--- config.mk ---
export PLATFORM = sky130hd
export DESIGN_NAME = ordered_request_queue_with_cancel
export DESIGN_NICKNAME = d
export VERILOG_FILES = /design/src/rtl/orq_pkg.sv /design/src/rtl/orq_ram.sv /design/src/rtl/ordered_request_queue_with_cancel.sv
export SDC_FILE = /design/constraint.sdc
export NUM_CORES = 1
export LEC_CHECK = 0
export BUFFER_PORTS_ARGS = -buffer_cell sky130_fd_sc_hd__buf_2
export CAP_MARGIN = 20
export CORE_MARGIN = 2
export CORE_UTILIZATION = 60
export DETAILED_ROUTE_END_ITERATION = 8
export GPL_TIMING_DRIVEN = 0
export PLACE_DENSITY_LB_ADDON = 0.15
export SLEW_MARGIN = 5
export SYNTH_ARGS = -nofsm -noshare
export SYNTH_HDL_FRONTEND = slang
export SYNTH_HIERARCHICAL = 1
export SYNTH_SLANG_ARGS = --single-unit
export TNS_END_PERCENT = 100
--- constraint.sdc ---
create_clock -name clk -period 7.9 [get_ports clk]
set_input_delay 0.79 -clock clk [delete_from_list [all_inputs] [get_ports clk]]
set_output_delay 0.79 -clock clk [all_outputs]
set_load 0.1 [all_outputs]
--- src/rtl/orq_pkg.sv ---
package orq_pkg;

    localparam int DEPTH_DEF = 16;
    localparam int OP_W      = 2;
    localparam int DESC_W    = 16;
    localparam int STAMP_W   = 32;
    localparam int STATUS_W  = 2;
    localparam int COUNT_W   = 5;
    localparam int ENTRY_W   = DESC_W + STAMP_W;

    typedef enum logic [OP_W-1:0] {
        OP_APPEND   = 2'd0,
        OP_POP_HEAD = 2'd1,
        OP_POP_TAIL = 2'd2,
        OP_CANCEL   = 2'd3
    } op_t;

    typedef enum logic [STATUS_W-1:0] {
        ST_OK       = 2'd0,
        ST_EMPTY    = 2'd1,
        ST_FULL     = 2'd2,
        ST_NOTFOUND = 2'd3
    } status_t;

    typedef enum logic [1:0] {
        S_IDLE,
        S_POP,
        S_SCAN,
        S_SHIFT
    } state_t;

endpackage

--- src/rtl/orq_ram.sv ---
module orq_ram #(
    parameter int WIDTH = 48,
    parameter int DEPTH = 16
) (
    input  logic                                  clk,
    input  logic                                  wr_en,
    input  logic [((DEPTH > 1) ? $clog2(DEPTH) : 1)-1:0] wr_addr,
    input  logic [WIDTH-1:0]                      wr_data,
    input  logic [((DEPTH > 1) ? $clog2(DEPTH) : 1)-1:0] rd_addr,
    output logic [WIDTH-1:0]                      rd_data
);

    logic [WIDTH-1:0] mem [DEPTH];
    logic [WIDTH-1:0] rd_data_reg;

    always_ff @(posedge clk)
    begin
        if (wr_en)
        begin
            mem[wr_addr] <= wr_data;
        end
        rd_data_reg <= mem[rd_addr];
    end

    assign rd_data = rd_data_reg;

endmodule

--- src/rtl/ordered_request_queue_with_cancel.sv ---
// Ordered request queue of up to DEPTH entries (descriptor, arrival stamp) held in
// one circular RAM with a registered read port. An item is taken when start is high
// and busy is low; its single result appears on done in the cycle after the item
// finishes, and the receiver cannot stall it. Append, and every refused operation
// (full, empty, cancel on an empty queue), finish in the accept cycle: result in the
// next cycle, next item may follow at once. Remove head or tail goes through S_POP
// (one RAM read). Cancel walks the queue from the head through one shared
// descriptor comparator, one entry per cycle, until it reaches the match or the last
// held entry; after a match, S_SHIFT uses the single RAM port pair to move each
// later entry down one place. No clearing pass is needed after reset.
module ordered_request_queue_with_cancel #(
    parameter int DEPTH = orq_pkg::DEPTH_DEF
) (
    input  logic                          clk,
    input  logic                          rst_n,
    input  logic                          start,
    output logic                          busy,
    input  logic [orq_pkg::OP_W-1:0]      op,
    input  logic [orq_pkg::DESC_W-1:0]    desc_in,
    input  logic [orq_pkg::STAMP_W-1:0]   stamp_in,
    output logic                          done,
    output logic [orq_pkg::STATUS_W-1:0]  status,
    output logic [orq_pkg::DESC_W-1:0]    desc_out,
    output logic [orq_pkg::STAMP_W-1:0]   stamp_out,
    output logic [orq_pkg::COUNT_W-1:0]   count_out
);

    import orq_pkg::*;

    localparam int AW = (DEPTH > 1) ? $clog2(DEPTH) : 1;
    localparam int CW = $clog2(DEPTH + 1);

    state_t               state_reg, state_next;
    logic [AW-1:0]        head_reg, head_next;
    logic [AW-1:0]        tail_reg, tail_next;
    logic [CW-1:0]        count_reg, count_next;
    logic [AW-1:0]        ptr_reg, ptr_next;
    logic [AW-1:0]        src_reg, src_next;
    logic [AW-1:0]        idx_reg, idx_next;
    logic [DESC_W-1:0]    key_reg, key_next;
    logic                 done_reg, done_next;
    status_t              status_reg, status_next;
    logic [DESC_W-1:0]    desc_out_reg, desc_out_next;
    logic [STAMP_W-1:0]   stamp_out_reg, stamp_out_next;
    logic [COUNT_W-1:0]   count_out_reg, count_out_next;

    logic                 wr_en;
    logic [AW-1:0]        wr_addr;
    logic [ENTRY_W-1:0]   wr_data;
    logic [AW-1:0]        rd_addr;
    logic [ENTRY_W-1:0]   rd_data;
    logic [DESC_W-1:0]    rd_desc;
    logic [STAMP_W-1:0]   rd_stamp;

    logic                 accept;
    logic                 q_empty;
    logic                 q_full;
    logic                 match;
    logic                 last_scan;
    logic                 last_shift;

    function automatic logic [AW-1:0] nxt(input logic [AW-1:0] p);
        return (p == AW'(DEPTH - 1)) ? '0 : p + AW'(1);
    endfunction

    function automatic logic [AW-1:0] prv(input logic [AW-1:0] p);
        return (p == '0) ? AW'(DEPTH - 1) : p - AW'(1);
    endfunction

    orq_ram #(
        .WIDTH (ENTRY_W),
        .DEPTH (DEPTH)
    ) u_ram (
        .clk     (clk),
        .wr_en   (wr_en),
        .wr_addr (wr_addr),
        .wr_data (wr_data),
        .rd_addr (rd_addr),
        .rd_data (rd_data)
    );

    assign busy       = (state_reg != S_IDLE);
    assign accept     = start && !busy;
    assign q_empty    = (count_reg == '0);
    assign q_full     = (count_reg == CW'(DEPTH));
    assign rd_desc    = rd_data[ENTRY_W-1 -: DESC_W];
    assign rd_stamp   = rd_data[STAMP_W-1:0];
    assign match      = (rd_desc == key_reg);
    assign last_scan  = (CW'(idx_reg) == count_reg - CW'(1));
    assign last_shift = (CW'(idx_reg) + CW'(1) == count_reg);

    always_comb
    begin
        state_next = state_reg;
        unique case (state_reg)
            S_IDLE:
            begin
                if (accept)
                begin
                    if ((op_t'(op) == OP_POP_HEAD || op_t'(op) == OP_POP_TAIL) && !q_empty)
                    begin
                        state_next = S_POP;
                    end
                    else if (op_t'(op) == OP_CANCEL && !q_empty)
                    begin
                        state_next = S_SCAN;
                    end
                end
            end
            S_POP:
            begin
                state_next = S_IDLE;
            end
            S_SCAN:
            begin
                priority if (match && !last_scan)
                begin
                    state_next = S_SHIFT;
                end
                else if (match || last_scan)
                begin
                    state_next = S_IDLE;
                end
                else
                begin
                    state_next = S_SCAN;
                end
            end
            S_SHIFT:
            begin
                if (last_shift)
                begin
                    state_next = S_IDLE;
                end
            end
        endcase
    end

    always_comb
    begin
        head_next      = head_reg;
        tail_next      = tail_reg;
        count_next     = count_reg;
        ptr_next       = ptr_reg;
        src_next       = src_reg;
        idx_next       = idx_reg;
        key_next       = key_reg;
        done_next      = 1'b0;
        status_next    = status_reg;
        desc_out_next  = desc_out_reg;
        stamp_out_next = stamp_out_reg;
        count_out_next = count_out_reg;
        wr_en          = 1'b0;
        wr_addr        = tail_reg;
        wr_data        = {desc_in, stamp_in};
        rd_addr        = head_reg;

        unique case (state_reg)
            S_IDLE:
            begin
                if (accept)
                begin
                    desc_out_next  = '0;
                    stamp_out_next = '0;
                    count_out_next = COUNT_W'(count_reg);
                    unique case (op_t'(op))
                        OP_APPEND:
                        begin
                            done_next = 1'b1;
                            if (q_full)
                            begin
                                status_next = ST_FULL;
                            end
                            else
                            begin
                                wr_en          = 1'b1;
                                tail_next      = nxt(tail_reg);
                                count_next     = count_reg + CW'(1);
                                status_next    = ST_OK;
                                count_out_next = COUNT_W'(count_reg + CW'(1));
                            end
                        end
                        OP_POP_HEAD:
                        begin
                            if (q_empty)
                            begin
                                done_next   = 1'b1;
                                status_next = ST_EMPTY;
                            end
                            else
                            begin
                                rd_addr    = head_reg;
                                head_next  = nxt(head_reg);
                                count_next = count_reg - CW'(1);
                            end
                        end
                        OP_POP_TAIL:
                        begin
                            if (q_empty)
                            begin
                                done_next   = 1'b1;
                                status_next = ST_EMPTY;
                            end
                            else
                            begin
                                rd_addr    = prv(tail_reg);
                                tail_next  = prv(tail_reg);
                                count_next = count_reg - CW'(1);
                            end
                        end
                        OP_CANCEL:
                        begin
                            if (q_empty)
                            begin
                                done_next   = 1'b1;
                                status_next = ST_NOTFOUND;
                            end
                            else
                            begin
                                rd_addr  = head_reg;
                                ptr_next = head_reg;
                                idx_next = '0;
                                key_next = desc_in;
                            end
                        end
                    endcase
                end
            end
            S_POP:
            begin
                done_next      = 1'b1;
                status_next    = ST_OK;
                desc_out_next  = rd_desc;
                stamp_out_next = rd_stamp;
                count_out_next = COUNT_W'(count_reg);
            end
            S_SCAN:
            begin
                rd_addr = nxt(ptr_reg);
                if (match)
                begin
                    status_next    = ST_OK;
                    desc_out_next  = rd_desc;
                    stamp_out_next = rd_stamp;
                    count_next     = count_reg - CW'(1);
                    tail_next      = prv(tail_reg);
                    count_out_next = COUNT_W'(count_reg - CW'(1));
                    src_next       = nxt(ptr_reg);
                    done_next      = last_scan;
                end
                else if (last_scan)
                begin
                    done_next      = 1'b1;
                    status_next    = ST_NOTFOUND;
                    count_out_next = COUNT_W'(count_reg);
                end
                else
                begin
                    ptr_next = nxt(ptr_reg);
                    idx_next = idx_reg + AW'(1);
                end
            end
            S_SHIFT:
            begin
                // entry at src moves down into ptr
                wr_en     = 1'b1;
                wr_addr   = ptr_reg;
                wr_data   = rd_data;
                rd_addr   = nxt(src_reg);
                ptr_next  = src_reg;
                src_next  = nxt(src_reg);
                idx_next  = idx_reg + AW'(1);
                done_next = last_shift;
            end
        endcase
    end

    always_ff @(posedge clk or negedge rst_n)
    begin
        if (!rst_n)
        begin
            state_reg <= S_IDLE;
            head_reg  <= '0;
            tail_reg  <= '0;
            count_reg <= '0;
            done_reg  <= 1'b0;
        end
        else
        begin
            state_reg <= state_next;
            head_reg  <= head_next;
            tail_reg  <= tail_next;
            count_reg <= count_next;
            done_reg  <= done_next;
        end
    end

    always_ff @(posedge clk)
    begin
        ptr_reg       <= ptr_next;
        src_reg       <= src_next;
        idx_reg       <= idx_next;
        key_reg       <= key_next;
        status_reg    <= status_next;
        desc_out_reg  <= desc_out_next;
        stamp_out_reg <= stamp_out_next;
        count_out_reg <= count_out_next;
    end

    assign done      = done_reg;
    assign status    = status_reg;
    assign desc_out  = desc_out_reg;
    assign stamp_out = stamp_out_reg;
    assign count_out = count_out_reg;

    a_count_bound: assert property (@(posedge clk) disable iff (!rst_n)
        count_reg <= CW'(DEPTH))
        else $error("entry count above capacity");

    a_empty_ptrs: assert property (@(posedge clk) disable iff (!rst_n)
        (count_reg == '0) |-> (head_reg == tail_reg))
        else $error("empty queue with head and tail apart");

    a_full_refused: assert property (@(posedge clk) disable iff (!rst_n)
        (accept && op_t'(op) == OP_APPEND && q_full)
        |=> (done && status == ST_FULL && $stable(count_reg)))
        else $error("append to full queue not refused");

    a_fail_zero: assert property (@(posedge clk) disable iff (!rst_n)
        (done && status != ST_OK) |-> (desc_out == '0 && stamp_out == '0))
        else $error("failed item returned entry data");

endmodule
==> reports/results.ini <==
[power_and_ir_drop]
p_sw_mw=6.88
clkPwrFrac=0.228
p_comb_frac=0.420
peakVddDrop_mv=0.389
netSwitchingFraction=0.380
power_leakage_nw=13.5
p_total_mw=18.1
power_per_cell_area_mw_per_mm2=443
internal-power_mw=11.2
seqPwrFrac=0.352

[placed_design]
dp_cells=2675
numPortBuffers=109
gp_congestion=0.922
place_area_mm2=0.0381
dp_hpwl_mm=53.6

[cts]
ctsResizeCount=0
path_clk_slew_ns=0.06
clk_path_buf_depth=3
postCtsSetupBuffers=0
worstSkewPairLatency_ns=0.65
cts_hold_buf=0
cts_sinks=915
root_buffer=clkbuf_16
numCtsBuffers=90
cts_tree=yes
htree_levels=3

[cells_and_area]
postLayoutCoreUtil=0.697
fin_area_mm2=0.0409
fin_nets=2065
largest_reg_flops=768
drive_gt1_frac=0.300
syn_to_final_growth_pct=15.3
fin_cells=2846

[global_route]
grt_overflow=0
use_met1=0.410
use_met3=0.0532
grt_max_degree=23
grtUsageMet2=0.434
busiest_layer=met2
antenna_found_initial=1
grt_usage=0.279
first_global_vias=18500
grt_pass1_wl_mm=121

[synth]
synth.largest_area_cell=edfxtp_1
ys_seq_area_frac=0.759
syn_nets=1804
yosys_most_used_dff=edfxtp_1
syn_area_per_cell_um2=20.5
ys_ff_latch=915
synth.top_cell.area_share=0.720
synth.most_common_cell=edfxtp_1
synth.area.top_cells=edfxtp_1 72%, mux4_2 12%, dfxtp_1 2.7%
async_flop_share=0.0175
synth_warnings=6
yosysUniqueCellTypes=76
netlist_top_cells_count=851 x edfxtp_1, 192 x mux4_2, 101 x a22oi_1
synthCells=1734
syn_area_mm2=0.0355
synth_edf_count=851

[route]
drtPass1Iterations=5
drt-wirelength-per-cell_um=29.1
drt-initial-drc-count=2133
vias=18500
postRouteAntennaNets=0
routed_wl_mm=82.9
drcViolationCount=0
vias_per_cell=6.49

[timing]
max_clock_freq_mhz=198
setup_violations=0
min_period_over_period=0.640
skew_ns=0.0237
slew_violations=0
rsz0062_at_grt=no
max_slew_margin=0.213
fin_crit_ns=5.05
worstMarginPinSlew_ns=1.18
hold_viol=0

[hold_path]
hold_class=input pin to async pin

[run_status]
outcome=finished, final reports clean

[floorplanning]
rows=89
initial_core_util=0.605
die-area_mm2=0.0611
dieWidth_um=247
boundaryPins=110
core_mm2=0.0587
die_h_um=247

[critical_path]
rr_startpoint=state_reg[0]
cp-end-kind=flip-flop
critical_path_class=flip-flop to flip-flop
critical_path_arrival_ns=5.58
required_ns=8.43
start_kind=flip-flop
cp-startpoint=state_reg[0]
path_max_fanout=10

[run]
max-cap-violations=0

==> cell usage in the layout, fill, tap and decap left out, drive strengths merged, types with 6 or more instances in the layout <==
cell,count
a211oi,6
a21oi,11
a22oi,101
a31oi,6
and2,51
buf,210
clkbuf,170
clkinv,33
dfrtp,16
dfxtp,48
edfxtp,851
ha,17
inv,21
mux2,52
mux2i,6
mux4,192
nand2,77
nand3,12
nor2,36
nor3,10
o21ai,25
o31ai,6
xnor2,11
xor2,24
==> layer usage <==
metal  vias to the layer above  wire length (µm)
met2                       946             39300
li1                       7680                 -
met5                         -                 0
met3                       172              7810
met1                      9678             33300
met4                         0              2540
==> area by class of cell <==
class                      count  area [µm²]
inverter                      16        60.1
multi-input combinational    716        8200
antenna                        1        2.50
tap                          773         967
clock buffer                 124        2470
clock inverter                45         390
sequential                   915       26900
fill                        3519       17800
buffer                        87         420
timing repair buffer         169        1500
==> path summary, 6_finish.rpt <==
check                                    end  slack, ns  cells past startpoint
max                        u_ram/rd_data[45]       2.85                     10
min                              tail_reg[3]       0.09                      1
max reg2reg                u_ram/rd_data[45]       2.85                     10
min reg2reg                     stamp_out[8]       0.53                      1
max in group asynchronous       count_reg[0]       7.48                      1
min in group clk                 key_reg[12]       0.33                      1
==> worst max-delay path: stages, from the launching register on <==
cell and delay [ns]:
dfrtp_1 0.43, ha_1 0.19, clkbuf_1 0.50, clkbuf_1 0.81
a221oi_1 0.20, o21ai_0 0.56, clkbuf_1 0.73, clkbuf_1 0.80
mux4_2 0.42, a22oi_1 0.22, nand2_1 0.09
==> power groups by stage <==
stage	logic, mW	clock network, mW	registers (mW)
finish	7.61	4.14	6.38
CTS	7.63	4.19	6.38
global route	8.05	4.38	6.43
detailed placement	7.59	0	6.48
floorplan	4.37	0	7.51
global placement	7.38	0	6.52
==> cells by family after synthesis <==
family                     share of synthesized area
muxes                                          0.140
buffers and inverters                         0.0135
and+or+nand+nor                               0.0329
AOI/OAI and AO/OA                             0.0400
adders and majority gates                    0.00600
DFF                                            0.759
xor gates and xnor gates                     0.00885
==> through the flow <==
step / setup TNS [ns] / hold WS, ns / worst slack (ns)
floorplan: 0 / 0.488 / 1.95
global placement: -685.52 / 0.510 / -3.07
detailed placement: 0 / 0.515 / 2.80
CTS: 0 / 0.0851 / 2.80
global route: 0 / 0.0960 / 2.62
finish: 0 / 0.0889 / 2.85
(Power assumes the default switching activity.)
